<file path="src/hw/rtl/alpha_band_bounding_boxes_macros.svh">
// ----------------------------------------------------------------------------
// alpha_band_bounding_boxes_macros.svh
// Assertion macros shared by the band box modules.
// ----------------------------------------------------------------------------
`ifndef ALPHA_BAND_BOUNDING_BOXES_MACROS_SVH
`define ALPHA_BAND_BOUNDING_BOXES_MACROS_SVH

// same-cycle implication, checked outside reset
`define ABBB_ASSERT_IMPL(lbl, ante, cons, msg) \
    lbl: assert property (@(posedge i_clk) disable iff (!i_rst_n) (ante) |-> (cons)) \
        else $error(msg);

// next-cycle implication, checked outside reset
`define ABBB_ASSERT_NEXT(lbl, ante, cons, msg) \
    lbl: assert property (@(posedge i_clk) disable iff (!i_rst_n) (ante) |=> (cons)) \
        else $error(msg);

`endif

</file>
<file path="src/hw/rtl/abbb_pkg.sv">
// ----------------------------------------------------------------------------
// abbb_pkg
// Types and constants for the alpha band bounding box block.
// ----------------------------------------------------------------------------
package abbb_pkg;

    // configuration port
    localparam int CFG_INDEX_W = 3;
    localparam int CFG_DATA_W  = 25;

    // register indexes
    typedef enum logic [CFG_INDEX_W-1:0] {
        CFG_FRAME_WIDTH  = 3'd0,
        CFG_FRAME_HEIGHT = 3'd1,
        CFG_AREA_THR     = 3'd2,
        CFG_ALPHA_THR    = 3'd3,
        CFG_FACE_ID      = 3'd4
    } t_cfg_index;

    // register reset values
    localparam logic [12:0] CFG_WIDTH_RST  = 13'd1024;
    localparam logic [12:0] CFG_HEIGHT_RST = 13'd1024;

    // largest size a 13-bit size register can hold
    localparam int CFG_SIZE_MAX = 8191;

    typedef struct packed {
        logic [12:0] frame_width;
        logic [12:0] frame_height;
        logic [24:0] area_thr;
        logic [7:0]  alpha_thr;
        logic [3:0]  face_id;
    } t_cfg;

    // one result word
    typedef struct packed {
        logic [3:0]  box_face;
        logic [11:0] box_x;
        logic [11:0] box_y;
        logic [12:0] box_width;
        logic [12:0] box_height;
        logic [10:0] box_number;
        logic        is_summary;
        logic [11:0] box_count;
        logic        last_of_run;
    } t_result;

    // up to two results produced by one pixel, in order
    typedef struct packed {
        logic [1:0] count;
        t_result    first;
        t_result    second;
    } t_push;

    // result queue
    localparam int RESULT_DEPTH = 8;
    localparam int PTR_W        = 3;
    localparam int CNT_W        = 4;
    localparam int PUSH_MAX     = 2;

endpackage

</file>
<file path="src/hw/rtl/alpha_band_bounding_boxes.sv">
// ----------------------------------------------------------------------------
// alpha_band_bounding_boxes
// Finds bands of occupied rows in a stream of alpha bytes and reports the
// bounding box of each band plus a per-frame summary word.
// ----------------------------------------------------------------------------
//  channel  | handshake                 | payload
//  ---------+---------------------------+----------------------------------
//  pixel in | i_valid / o_stall         | i_alpha
//  result   | o_valid / i_stall         | o_box_* , o_is_summary, ...
//  config   | i_cfg_valid / o_cfg_ready | i_cfg_index, i_cfg_data
//
//  One pixel per cycle while o_stall is low; a pixel is registered, then resolved
//  combinationally into zero, one or two words that go to an 8-word result queue.
//  A result word passes the pixel register and the result queue before it is output.
//  o_stall rises only when the queue could not absorb two more words from
//  each of the registered pixel and the incoming one (output held off).
//  Reset is synchronous; the config port is always ready.
// ----------------------------------------------------------------------------
module alpha_band_bounding_boxes #(
    parameter int MAX_WIDTH  = 4096,
    parameter int MAX_HEIGHT = 4096
) (
    input  logic                             i_clk,
    input  logic                             i_rst_n,
    // pixel input
    input  logic                             i_valid,
    output logic                             o_stall,
    input  logic [7:0]                       i_alpha,
    // result output
    output logic                             o_valid,
    input  logic                             i_stall,
    output logic [3:0]                       o_box_face,
    output logic [11:0]                      o_box_x,
    output logic [11:0]                      o_box_y,
    output logic [12:0]                      o_box_width,
    output logic [12:0]                      o_box_height,
    output logic [10:0]                      o_box_number,
    output logic                             o_is_summary,
    output logic [11:0]                      o_box_count,
    output logic                             o_last_of_run,
    // configuration
    input  logic                             i_cfg_valid,
    output logic                             o_cfg_ready,
    input  logic [abbb_pkg::CFG_INDEX_W-1:0] i_cfg_index,
    input  logic [abbb_pkg::CFG_DATA_W-1:0]  i_cfg_data
);
    import abbb_pkg::*;

    t_cfg             r_cfg;
    t_push            w_push;
    t_result          w_head;
    logic [CNT_W-1:0] w_level;
    logic             w_busy;
    logic             w_accept;
    logic             w_pop;
    logic [CNT_W:0]   w_need;

    // configuration registers
    assign o_cfg_ready = 1'b1;

    always_ff @(posedge i_clk) begin
        if (!i_rst_n) begin
            r_cfg.frame_width  <= CFG_WIDTH_RST;
            r_cfg.frame_height <= CFG_HEIGHT_RST;
            r_cfg.area_thr     <= '0;
            r_cfg.alpha_thr    <= '0;
            r_cfg.face_id      <= '0;
        end else if (i_cfg_valid && o_cfg_ready) begin
            unique case (i_cfg_index)
                CFG_FRAME_WIDTH:  r_cfg.frame_width  <= i_cfg_data[12:0];
                CFG_FRAME_HEIGHT: r_cfg.frame_height <= i_cfg_data[12:0];
                CFG_AREA_THR:     r_cfg.area_thr     <= i_cfg_data[24:0];
                CFG_ALPHA_THR:    r_cfg.alpha_thr    <= i_cfg_data[7:0];
                CFG_FACE_ID:      r_cfg.face_id      <= i_cfg_data[3:0];
                default: begin
                end
            endcase
        end
    end

    // input flow control: room for two words from each pixel in flight
    always_comb begin
        w_need = (CNT_W+1)'(w_level) + (CNT_W+1)'(PUSH_MAX);
        if (w_busy) begin
            w_need = w_need + (CNT_W+1)'(PUSH_MAX);
        end
    end

    assign o_stall  = w_need > (CNT_W+1)'(RESULT_DEPTH);
    assign w_accept = i_valid && !o_stall;

    abbb_tracker #(
        .MAX_WIDTH  (MAX_WIDTH),
        .MAX_HEIGHT (MAX_HEIGHT)
    ) u_tracker (
        .i_clk    (i_clk),
        .i_rst_n  (i_rst_n),
        .i_accept (w_accept),
        .i_alpha  (i_alpha),
        .i_cfg    (r_cfg),
        .o_busy   (w_busy),
        .o_push   (w_push)
    );

    // result queue and output word
    assign o_valid = w_level != '0;
    assign w_pop   = o_valid && !i_stall;

    abbb_result_fifo u_fifo (
        .i_clk   (i_clk),
        .i_rst_n (i_rst_n),
        .i_push  (w_push),
        .i_pop   (w_pop),
        .o_head  (w_head),
        .o_level (w_level)
    );

    assign o_box_face    = w_head.box_face;
    assign o_box_x       = w_head.box_x;
    assign o_box_y       = w_head.box_y;
    assign o_box_width   = w_head.box_width;
    assign o_box_height  = w_head.box_height;
    assign o_box_number  = w_head.box_number;
    assign o_is_summary  = w_head.is_summary;
    assign o_box_count   = w_head.box_count;
    assign o_last_of_run = w_head.last_of_run;

endmodule

</file>
<file path="src/hw/rtl/abbb_tracker.sv">
// ----------------------------------------------------------------------------
// abbb_tracker
// Pixel register plus row / band tracking; emits box and summary words.
// ----------------------------------------------------------------------------
`include "alpha_band_bounding_boxes_macros.svh"

module abbb_tracker #(
    parameter int MAX_WIDTH  = 4096,
    parameter int MAX_HEIGHT = 4096
) (
    input  logic            i_clk,
    input  logic            i_rst_n,
    input  logic            i_accept,
    input  logic [7:0]      i_alpha,
    input  abbb_pkg::t_cfg  i_cfg,
    output logic            o_busy,
    output abbb_pkg::t_push o_push
);
    import abbb_pkg::*;

    localparam int EFF_MAX_W = (MAX_WIDTH < CFG_SIZE_MAX) ? MAX_WIDTH : CFG_SIZE_MAX;
    localparam int EFF_MAX_H = (MAX_HEIGHT < CFG_SIZE_MAX) ? MAX_HEIGHT : CFG_SIZE_MAX;
    localparam int CW = $clog2(EFF_MAX_W);
    localparam int BW = $clog2(EFF_MAX_W + 1);
    localparam int RW = $clog2(EFF_MAX_H);
    localparam logic [12:0] W_CAP = 13'(EFF_MAX_W);
    localparam logic [12:0] H_CAP = 13'(EFF_MAX_H);
    localparam int RST_LEFT = (EFF_MAX_W < int'(CFG_WIDTH_RST)) ? EFF_MAX_W
                                                               : int'(CFG_WIDTH_RST);

    // pixel register
    logic          r_pix_valid;
    logic [7:0]    r_alpha;

    // frame state
    logic [CW-1:0] r_col,        n_col;
    logic [RW-1:0] r_row,        n_row;
    logic          r_row_occ,    n_row_occ;
    logic [CW-1:0] r_row_left,   n_row_left;
    logic [CW-1:0] r_row_right,  n_row_right;
    logic [BW-1:0] r_band_left,  n_band_left;
    logic [CW-1:0] r_band_right, n_band_right;
    logic [RW-1:0] r_band_start, n_band_start;
    logic          r_band_open,  n_band_open;
    logic [11:0]   r_emitted,    n_emitted;

    logic [12:0]   eff_w, eff_h;
    logic          occ, p_occ;
    logic [CW-1:0] p_left, p_right;
    logic [13:0]   col_inc, row_inc;
    logic          end_row, end_frame;
    logic [BW-1:0] upd_left, c_left;
    logic [CW-1:0] upd_right, c_right;
    logic [RW-1:0] c_start;
    logic [13:0]   c_w, c_h;
    logic [12:0]   box_w, box_h;
    logic [25:0]   area;
    logic          close_band, keep, summ;
    logic [11:0]   emitted_inc;
    t_result       box_res, sum_res;

    // clamped frame size
    always_comb begin
        if (i_cfg.frame_width == 13'd0) begin
            eff_w = 13'd1;
        end else if (i_cfg.frame_width > W_CAP) begin
            eff_w = W_CAP;
        end else begin
            eff_w = i_cfg.frame_width;
        end
        if (i_cfg.frame_height == 13'd0) begin
            eff_h = 13'd1;
        end else if (i_cfg.frame_height > H_CAP) begin
            eff_h = H_CAP;
        end else begin
            eff_h = i_cfg.frame_height;
        end
    end

    // row occupancy including the current pixel
    assign occ     = r_alpha > i_cfg.alpha_thr;
    assign p_occ   = r_row_occ | occ;
    assign p_left  = (occ && !r_row_occ) ? r_col : r_row_left;
    assign p_right = occ ? r_col : r_row_right;

    // position compares; a counter past a lowered size counts as the last
    assign col_inc   = 14'(r_col) + 14'd1;
    assign row_inc   = 14'(r_row) + 14'd1;
    assign end_row   = !(col_inc < 14'(eff_w));
    assign end_frame = !(row_inc < 14'(eff_h));

    // band extent after merging this row
    assign upd_left  = (BW'(p_left) < r_band_left) ? BW'(p_left) : r_band_left;
    assign upd_right = (p_right > r_band_right) ? p_right : r_band_right;

    // band being closed: by a blank row, or by the frame end inside a band
    assign c_left  = p_occ ? upd_left : r_band_left;
    assign c_right = p_occ ? upd_right : r_band_right;
    assign c_start = (p_occ && !r_band_open) ? r_row : r_band_start;
    assign c_h     = p_occ ? (row_inc - 14'(c_start)) : (14'(r_row) - 14'(r_band_start));
    assign c_w     = 14'(c_right) - 14'(c_left) + 14'd1;
    assign box_w   = 13'(c_w);
    assign box_h   = 13'(c_h);
    assign area    = 26'(box_w) * 26'(box_h);

    assign close_band  = r_pix_valid && end_row && (p_occ ? end_frame : r_band_open);
    assign keep        = close_band && (area > 26'(i_cfg.area_thr));
    assign summ        = r_pix_valid && end_row && end_frame;
    assign emitted_inc = r_emitted + 12'(keep);

    // result words
    always_comb begin
        box_res             = '0;
        box_res.box_face    = i_cfg.face_id;
        box_res.box_x       = 12'(c_left);
        box_res.box_y       = 12'(c_start);
        box_res.box_width   = box_w;
        box_res.box_height  = box_h;
        box_res.box_number  = r_emitted[10:0];
        box_res.last_of_run = !summ;

        sum_res             = '0;
        sum_res.is_summary  = 1'b1;
        sum_res.box_count   = emitted_inc;
        sum_res.last_of_run = 1'b1;
    end

    always_comb begin
        o_push.count  = 2'(keep) + 2'(summ);
        o_push.first  = keep ? box_res : sum_res;
        o_push.second = sum_res;
    end

    assign o_busy = r_pix_valid;

    // next frame state
    always_comb begin
        n_col        = r_col;
        n_row        = r_row;
        n_row_occ    = r_row_occ;
        n_row_left   = r_row_left;
        n_row_right  = r_row_right;
        n_band_left  = r_band_left;
        n_band_right = r_band_right;
        n_band_start = r_band_start;
        n_band_open  = r_band_open;
        n_emitted    = r_emitted;
        if (r_pix_valid) begin
            if (!end_row) begin
                n_col       = CW'(col_inc);
                n_row_occ   = p_occ;
                n_row_left  = p_left;
                n_row_right = p_right;
            end else if (end_frame) begin
                // frame done: back to reset values, band left at the frame width
                n_col        = '0;
                n_row        = '0;
                n_row_occ    = 1'b0;
                n_row_left   = '0;
                n_row_right  = '0;
                n_band_left  = BW'(eff_w);
                n_band_right = '0;
                n_band_start = '0;
                n_band_open  = 1'b0;
                n_emitted    = '0;
            end else begin
                n_col       = '0;
                n_row       = RW'(row_inc);
                n_row_occ   = 1'b0;
                n_row_left  = '0;
                n_row_right = '0;
                n_emitted   = emitted_inc;
                if (p_occ) begin
                    n_band_left  = upd_left;
                    n_band_right = upd_right;
                    n_band_start = c_start;
                    n_band_open  = 1'b1;
                end else if (r_band_open) begin
                    n_band_left  = BW'(eff_w);
                    n_band_right = '0;
                    n_band_open  = 1'b0;
                end
            end
        end
    end

    // registers
    always_ff @(posedge i_clk) begin
        if (!i_rst_n) begin
            r_pix_valid  <= 1'b0;
            r_col        <= '0;
            r_row        <= '0;
            r_row_occ    <= 1'b0;
            r_row_left   <= '0;
            r_row_right  <= '0;
            r_band_left  <= BW'(RST_LEFT);
            r_band_right <= '0;
            r_band_start <= '0;
            r_band_open  <= 1'b0;
            r_emitted    <= '0;
        end else begin
            r_pix_valid  <= i_accept;
            r_col        <= n_col;
            r_row        <= n_row;
            r_row_occ    <= n_row_occ;
            r_row_left   <= n_row_left;
            r_row_right  <= n_row_right;
            r_band_left  <= n_band_left;
            r_band_right <= n_band_right;
            r_band_start <= n_band_start;
            r_band_open  <= n_band_open;
            r_emitted    <= n_emitted;
        end
    end

    // pixel payload
    always_ff @(posedge i_clk) begin
        if (i_accept) begin
            r_alpha <= i_alpha;
        end
    end

    // checks
    `ABBB_ASSERT_IMPL(a_pair_ends_in_summary, o_push.count == 2'd2, o_push.second.is_summary && !o_push.first.is_summary && !o_push.first.last_of_run, "two words must be a box then the summary")
    `ABBB_ASSERT_IMPL(a_band_ordered, r_band_open, r_band_left <= BW'(r_band_right), "open band has left past right")
    `ABBB_ASSERT_IMPL(a_row_ordered, r_row_occ, r_row_left <= r_row_right, "occupied row has left past right")
    `ABBB_ASSERT_NEXT(a_frame_cleared, summ, r_row == '0 && r_col == '0 && !r_band_open && r_emitted == '0, "frame state not cleared after summary")

endmodule

</file>
<file path="src/hw/rtl/abbb_result_fifo.sv">
// ----------------------------------------------------------------------------
// abbb_result_fifo
// Small result queue: takes up to two words per cycle, gives one per cycle when popped.
// ----------------------------------------------------------------------------
`include "alpha_band_bounding_boxes_macros.svh"

module abbb_result_fifo (
    input  logic                       i_clk,
    input  logic                       i_rst_n,
    input  abbb_pkg::t_push            i_push,
    input  logic                       i_pop,
    output abbb_pkg::t_result          o_head,
    output logic [abbb_pkg::CNT_W-1:0] o_level
);
    import abbb_pkg::*;

    t_result          r_mem [RESULT_DEPTH];
    logic [PTR_W-1:0] r_wr, r_rd;
    logic [CNT_W-1:0] r_count;
    logic [PTR_W-1:0] wr_next;

    assign wr_next = r_wr + PTR_W'(1);

    // storage; second word lands right after the first
    always_ff @(posedge i_clk) begin
        if (i_push.count != 2'd0) begin
            r_mem[r_wr] <= i_push.first;
        end
        if (i_push.count == 2'd2) begin
            r_mem[wr_next] <= i_push.second;
        end
    end

    // pointers and fill level
    always_ff @(posedge i_clk) begin
        if (!i_rst_n) begin
            r_wr    <= '0;
            r_rd    <= '0;
            r_count <= '0;
        end else begin
            r_wr    <= r_wr + PTR_W'(i_push.count);
            r_rd    <= r_rd + PTR_W'(i_pop);
            r_count <= r_count + CNT_W'(i_push.count) - CNT_W'(i_pop);
        end
    end

    assign o_head  = r_mem[r_rd];
    assign o_level = r_count;

    // checks
    `ABBB_ASSERT_IMPL(a_no_overflow, 1'b1, (CNT_W+1)'(r_count) + (CNT_W+1)'(i_push.count) - (CNT_W+1)'(i_pop) <= (CNT_W+1)'(RESULT_DEPTH), "result queue overflow")
    `ABBB_ASSERT_IMPL(a_no_underflow, i_pop, r_count != '0, "pop from empty result queue")
    `ABBB_ASSERT_IMPL(a_ptr_match, 1'b1, PTR_W'(r_wr - r_rd) == r_count[PTR_W-1:0], "pointers disagree with fill level")

endmodule
</file>
<file path="config.mk">
export PLATFORM = sky130hd
export DESIGN_NAME = alpha_band_bounding_boxes
export DESIGN_NICKNAME = d
export VERILOG_FILES = /design/src/hw/rtl/abbb_pkg.sv /design/src/hw/rtl/alpha_band_bounding_boxes.sv /design/src/hw/rtl/abbb_tracker.sv /design/src/hw/rtl/abbb_result_fifo.sv
export VERILOG_INCLUDE_DIRS = /design/src /design/src/hw/rtl
export SDC_FILE = /design/constraint.sdc
export NUM_CORES = 2
export LEC_CHECK = 0
export BUFFER_PORTS_ARGS = -buffer_cell sky130_fd_sc_hd__buf_2
export CAP_MARGIN = 20
export CORE_UTILIZATION = 50
export CTS_CLUSTER_SIZE = 25
export DETAILED_ROUTE_END_ITERATION = 8
export PLACE_DENSITY_LB_ADDON = 0.2
export SLEW_MARGIN = 20
export SYNTH_ARGS = -nofsm -noshare
export SYNTH_HDL_FRONTEND = slang
export SYNTH_SLANG_ARGS = --single-unit
</file>
<file path="constraint.sdc">
create_clock -name i_clk -period 19.9 [get_ports i_clk]
set_input_delay 1.99 -clock i_clk [delete_from_list [all_inputs] [get_ports i_clk]]
set_output_delay 1.99 -clock i_clk [all_outputs]
set_load 0.02 [all_outputs]
</file>
* Yosys cells after proc, flatten, opt, wreduce, memory -nomap -nowiden
Memory sizes are Yosys's and may differ from the RTL's. A register that Yosys moved wholly into a read port is not among the register bits. Index checks and enable logic that the tools add are counted.
Operators by class: muxes and demuxes 36, reductions and logical operators 28, bitwise logic cells 2, multiply operators 1, add/subtract/negate cells 15, equality and inequality tests 7, order comparisons 9
Operator list (number):
- $mux W12 | 15
- $mux W13 | 10
- $mux W79 | 1
- $lt A14 B13 Y1 | 2
- $add A12 B1 Y13 const B | 2
- $gt A13 B13 Y1 const B | 2
- $gt A26 B25 Y1 | 1
- $logic_not A13 Y1 | 2
- $mul A13 B13 Y26 | 1
- $add A13 B1 Y13 const B | 1
- $lt A12 B13 Y1 | 1
- $sub A12 B12 Y13 | 1
- $sub A12 B13 Y13 | 1
- $sub A13 B12 Y13 | 1
- $add A12 B1 Y12 | 1
- $gt A12 B12 Y1 | 1
- $reduce_and A2 Y1 | 6
- $gt A8 B8 Y1 | 1
- $logic_and A1 B1 Y1 | 8
- $mux W1 | 8
- $logic_not A1 Y1 | 7
- $eq A3 B2 Y1 const B | 2
- $reduce_and A3 Y1 | 2
- $add A4 B2 Y5 const B | 1
- other kinds (20) | 20
Storage, ports and cells: output and inout port bits 82, bits in writable memories 632, memories kept 1, register bits after elaboration 181, bits of input ports 41, logic and storage cells 119
Memory list:
- u_fifo.r_mem | depth 8, width 79, rd ports 1, clocked after Yosys merged registers in 1, write ports 2, line abbb_result_fifo.sv:17 | t_result r_mem [RESULT_DEPTH];

* Depth between registers and ports, before layout
depth in word-level cells 15, gate-level depth with buffers 68, depth with buffers taken out 63

* Modules after synthesis
From an unflattened synthesis, not the netlist that was laid out.
Unflattened totals: cells, all modules 4038, area total of the unflattened synthesis 50623.6 um^2
Modules (own cells, without submodules):
- abbb_result_fifo | cells each 1689, area each 31965.7 um^2, seq. area each 19178.4 um^2, instances 1
- abbb_tracker | cells each 2055, area each 16113.0 um^2, seq. area each 2242.2 um^2, instances 1
- alpha_band_bounding_boxes | cells each 294, area each 2544.9 um^2, seq. area each 1261.2 um^2, instances 1

* Worst setup path before layout
No wires, ideal clock.
kind reg2reg, from reg u_tracker.r_alpha[3], to mem u_fifo.r_mem[2][10] in the netlist's numbering (enable), period minus slack after synthesis 14.995 ns, cell stages (with the launch flop) 64, data arrival time 14.651 ns, setup slack 4.905 ns, library setup time 0.344 ns, cell sequence edfxtp_1 ha_1 and4b_1 a211oi_1 o21ai_1 nand2_1 nor2_1 buf_2 mux2_2 ha_1 nor2b_1 or2_2 a311o_1 a41oi_2 o211ai_2 buf_4 mux2i_2 inv_1 [... 28 more ...] a211oi_1 ha_1 nand4_1 nor3_1 o21ai_0 o211ai_1 a311oi_4 buf_4 nor2_1 inv_1 ha_1 nand2b_1 clkbuf_1 nor3_1 nor2_1 clkbuf_1 clkbuf_1 inv_1
RTL lines:
- start, declared | line abbb_tracker.sv:33 | logic [7:0] r_alpha;
- start signal, assigned | line abbb_tracker.sv:219 | r_alpha <= i_alpha;
- end, declared | line abbb_result_fifo.sv:17

==> impl_metrics.py <==
metrics = {
    "run_status": {
        "status": "complete, no violations",
    },
    "finish": {
        "synthToLayoutAreaGrowth_pct": 10.05,
        "diodes": 0,
        "fin_util_pct": 55.79,
        "fin_nets": 4716,
        "drive_above_1_share_pct": 15.22,
        "final_cells": 5529,
    },
    "placed_design": {
        "port_buffers": 121,
        "dp.cells": 5374,
        "gp_congestion": 0.8849,
        "dp_hpwl_um": 76650,
        "dp_slack_ns": 2.180,
    },
    "die": {
        "io_pins": 123,
        "die_height_um": 293.5,
        "dieArea_um2": 86160,
        "core_um2": 83820,
        "die_x_um": 293.5,
        "initial_core_util_pct": 50.70,
        "rows": 106,
    },
    "grt": {
        "grt_max_degree": 112,
        "grt_pass1_vias": 31910,
        "grt_pass1_wl_um": 184800,
        "grt-ovfl-total": 0,
        "grt.total_usage_pct": 27.57,
        "antenna_found_initial": 6,
    },
    "clocking": {
        "cts_tree": "built",
        "clk-insertion-delay-late_ns": 0.69,
        "cts_made_buffers": 86,
        "cts_setup_buffers": 0,
        "cts-resized-gates": 0,
        "h-tree-depth": 3,
        "cts_buffer_depth": 3,
        "cts_root_buf": "clkbuf_16",
        "ctsHoldBuffers": 0,
        "clkSinkCount": 813,
        "clk_pin_slew_ns": 0.06,
    },
    "drt": {
        "avgViaCountPerCell": 5.804,
        "vias": 32090,
        "wirelength_um": 118400,
        "antenna_left": 0,
        "dr.pass1.iters": 7,
        "wl_per_cell_um": 21.42,
        "drc": 0,
        "drt-initial-drc-count": 2206,
    },
    "timing": {
        "fin_ws_ns": 2.516,
        "finalCritPeriodShare_pct": 87.36,
        "fin_skew_ns": 0.05488,
        "setup_tns_ns": 0,
        "whs_ns": 0.4457,
        "tightest_slew_ns": 1.188,
        "setup_viol": 0,
        "hold_viol": 0,
        "period_minus_slack_ns": 17.38,
        "slew-limit-headroom_pct": 20.24,
        "slew_violations": 0,
        "rsz0062_at_grt": "no",
        "fmax_mhz": 57.52,
    },
    "critical_path": {
        "cp-startpoint": "u_tracker.r_alpha[2]$_DFFE_PP_",
        "max_stage_delay_ns": 0.90,
        "cp.arrival_ns": 17.96,
        "path_class": "flip-flop to flip-flop",
        "r2r_end": "u_fifo.r_mem[2][57]$_SDFFE_PP0N_",
        "r2r_cells": 59,
        "reg2reg_setup_slack_ns": 2.52,
        "cp_max_fo": 32,
        "setup.worst_path.end_class": "flip-flop",
        "cp-start-kind": "flip-flop",
        "rr_startpoint": "u_tracker.r_alpha[2]$_DFFE_PP_",
        "critPathMostFrequentCell": "ha_1",
        "critPathSlowestCell": "or3b_2",
        "crit_required_ns": 20.48,
    },
    "power_and_ir_drop": {
        "p_per_area_nw_per_um2": 92.30,
        "p_leak_nw": 18.03,
        "ir_worst_vdd_mv": 0.1289,
    },
    "logic_synthesis": {
        "synth_warnings": 0,
        "ys_ff_latch": 813,
        "avgSynthCellArea_um2": 9.754,
        "synth-seq-area-share_pct": 40.75,
        "syn_area_um2": 42500,
        "syn-num-nets": 4743,
        "synthCells": 4357,
        "async_flop_share_pct": 0,
        "synth-main-ff-cell": "dfxtp_1",
        "synth_edf_count": 104,
        "ys_types": 83,
    },
    "hold_path": {
        "hp-start": "u_fifo.r_mem[6][69]$_SDFFE_PP0N_",
        "whs_path_depth": 2,
        "hp-class": "flip-flop to flip-flop",
        "min_delay_worst_endpoint": "u_fifo.r_mem[6][69]$_SDFFE_PP0N_",
    },
    "flow_run": {
        "maxCapViolCount": 0,
    },
}
-- placed cells by master, fill, tap and decap left out, drive strengths merged, types with 11 or more instances in the layout --
| cell type | Yosys | layout |
|---|---|---|
| a2111oi | 11 | 11 |
| a21o | 18 | 18 |
| a21oi | 259 | 259 |
| a22o | 154 | 154 |
| a22oi | 19 | 19 |
| a2bb2oi | 16 | 16 |
| and2 | 18 | 18 |
| and3 | 29 | 29 |
| buf | 89 | 186 |
| clkbuf | 213 | 127 |
| clkinv | 0 | 23 |
| dfxtp | 709 | 709 |
| edfxtp | 104 | 104 |
| fa | 126 | 126 |
| ha | 219 | 219 |
| inv | 288 | 288 |
| mux2 | 96 | 96 |
| mux2i | 49 | 49 |
| mux4 | 158 | 158 |
| nand2 | 665 | 665 |
| nand2b | 25 | 25 |
| nand3 | 51 | 51 |
| nand3b | 17 | 17 |
| nand4 | 19 | 19 |
| nor2 | 229 | 229 |
| nor2b | 17 | 17 |
| nor3 | 47 | 47 |
| o21a | 14 | 14 |
| o21ai | 458 | 458 |
| o2bb2ai | 12 | 12 |
| or2 | 13 | 13 |
| or3 | 15 | 15 |
| xnor2 | 56 | 56 |
| xor2 | 36 | 36 |
-- routing by layer --
layer / part of all wire, % / global-route usage (%) / vias to the layer above
met4: 3.1 / 9.146 / 0
met3: 5.9 / 4.463 / 204
met5: 0 / 0 / -
li1: - / - / 15150
met1: 43 / 36.45 / 15770
met2: 48 / 45.94 / 966
-- synthesized netlist by cell type (14+ instances only) --
| master | n | area (um^2) |
|---|---|---|
| dfxtp_1 | 709 | 14190 |
| nand2_1 | 665 | 2496 |
| inv_1 | 288 | 1081 |
| a21oi_1 | 257 | 1286 |
| o21ai_0 | 233 | 1166 |
| nor2_1 | 229 | 859.6 |
| o21ai_1 | 224 | 1121 |
| ha_1 | 219 | 2740 |
| clkbuf_1 | 210 | 788.3 |
| mux4_2 | 158 | 3558 |
| a22o_1 | 154 | 1349 |
| fa_1 | 126 | 2522 |
| edfxtp_1 | 104 | 3123 |
| mux2_2 | 96 | 1081 |
| xnor2_1 | 56 | 490.5 |
| nand3_1 | 51 | 255.2 |
| buf_2 | 46 | 230.2 |
| nor3_1 | 46 | 230.2 |
| mux2i_1 | 41 | 410.4 |
| xor2_1 | 36 | 315.3 |
| and3_1 | 29 | 181.4 |
| nand2b_1 | 25 | 156.4 |
| buf_6 | 21 | 236.5 |
| a22oi_1 | 19 | 142.6 |
| nand4_1 | 19 | 118.9 |
| a21o_1 | 18 | 135.1 |
| and2_1 | 18 | 112.6 |
| buf_1 | 18 | 67.56 |
| nand3b_1 | 17 | 127.6 |
| nor2b_1 | 17 | 106.4 |
| a2bb2oi_1 | 16 | 140.1 |
| or3_1 | 15 | 93.84 |
| o21a_1 | 14 | 105.1 |
-- worst max-delay path by stage --
stage | endpoint | slack [ns] | cells past startpoint
floorplan | u_fifo.r_mem[2][10]$_DFFE_PP_ | 4.91 | 63
global route | u_fifo.r_mem[2][57]$_SDFFE_PP0N_ | 1.33 | 59
detailed placement | u_fifo.r_mem[2][67]$_SDFFE_PP0N_ | 2.18 | 59
global placement | u_fifo.r_mem[2][67]$_SDFFE_PP0N_ | 2.62 | 60
finish | u_fifo.r_mem[2][57]$_SDFFE_PP0N_ | 2.52 | 59
CTS | u_fifo.r_mem[2][57]$_SDFFE_PP0N_ | 2.07 | 60
-- where the power goes --
group / total (mW) / internal [mW] / switching, mW
logic: 0.982 / 0.377 / 0.606
clock network: 1.60 / 0.907 / 0.693
registers: 1.73 / 1.68 / 0.0548
-- final cells by class --
cell class | count | area, um^2
Fill cell | 7561 | 37050
Tap cell | 1134 | 1419
Multi-Input combinational cell | 2954 | 22950
Clock buffer | 126 | 2497
Inverter | 288 | 1084
Clock inverter | 27 | 356.6
Timing Repair Buffer | 187 | 1134
Sequential cell | 813 | 17330
-- state kept, by name, summed over array words and instances, names as in the netlist, 12 cells and up --
| name | cells |
|---|---|
| u_tracker.r_row_left | 12 |
| u_fifo.r_mem | 632 |
| u_tracker.r_row | 12 |
| u_tracker.r_col | 12 |
| u_tracker.r_emitted | 12 |
| r_cfg | 63 |
| u_tracker.r_band_left | 13 |
| u_tracker.r_band_start | 12 |
| u_tracker.r_row_right | 12 |
| u_tracker.r_band_right | 12 |
-- kinds of logic (layout without fill, tap and decap cells) --
kind of cell | count (synthesis) | count (layout) | synth area share [%]
AND/OR/NAND/NOR | 1170 | 1170 | 11.82
AO/OA/AOI/OAI | 1043 | 1043 | 15.24
flip-flops | 813 | 813 | 40.75
buffers and inverters | 590 | 628 | 5.762
adder cells (fa/ha/maj) | 345 | 345 | 12.38
multiplexers | 303 | 303 | 12.14
XOR/XNOR | 92 | 92 | 1.896
other | 1 | 1 | 0.008824
-- critical path: cells and delay by family, from the launching register on --
family | cells | cell delay (ns)
fa+ha+maj | 12 | 4.77
buf+inv | 9 | 1.46
simple gates | 15 | 4.54
flops | 1 | 0.38
mux | 2 | 1.13
xor+xnor | 2 | 0.87
compound gates | 19 | 4.09
-- metrics by stage --
stage | power [mW] | instance area (um^2)
floorplan | 2.462 | 42500
global placement | 2.722 | 43830
detailed placement | 2.751 | 43850
CTS | 4.345 | 46710
global route | 4.514 | 46770
finish | 4.317 | 46770
No activity file was read; power rests on OpenSTA's default activity.
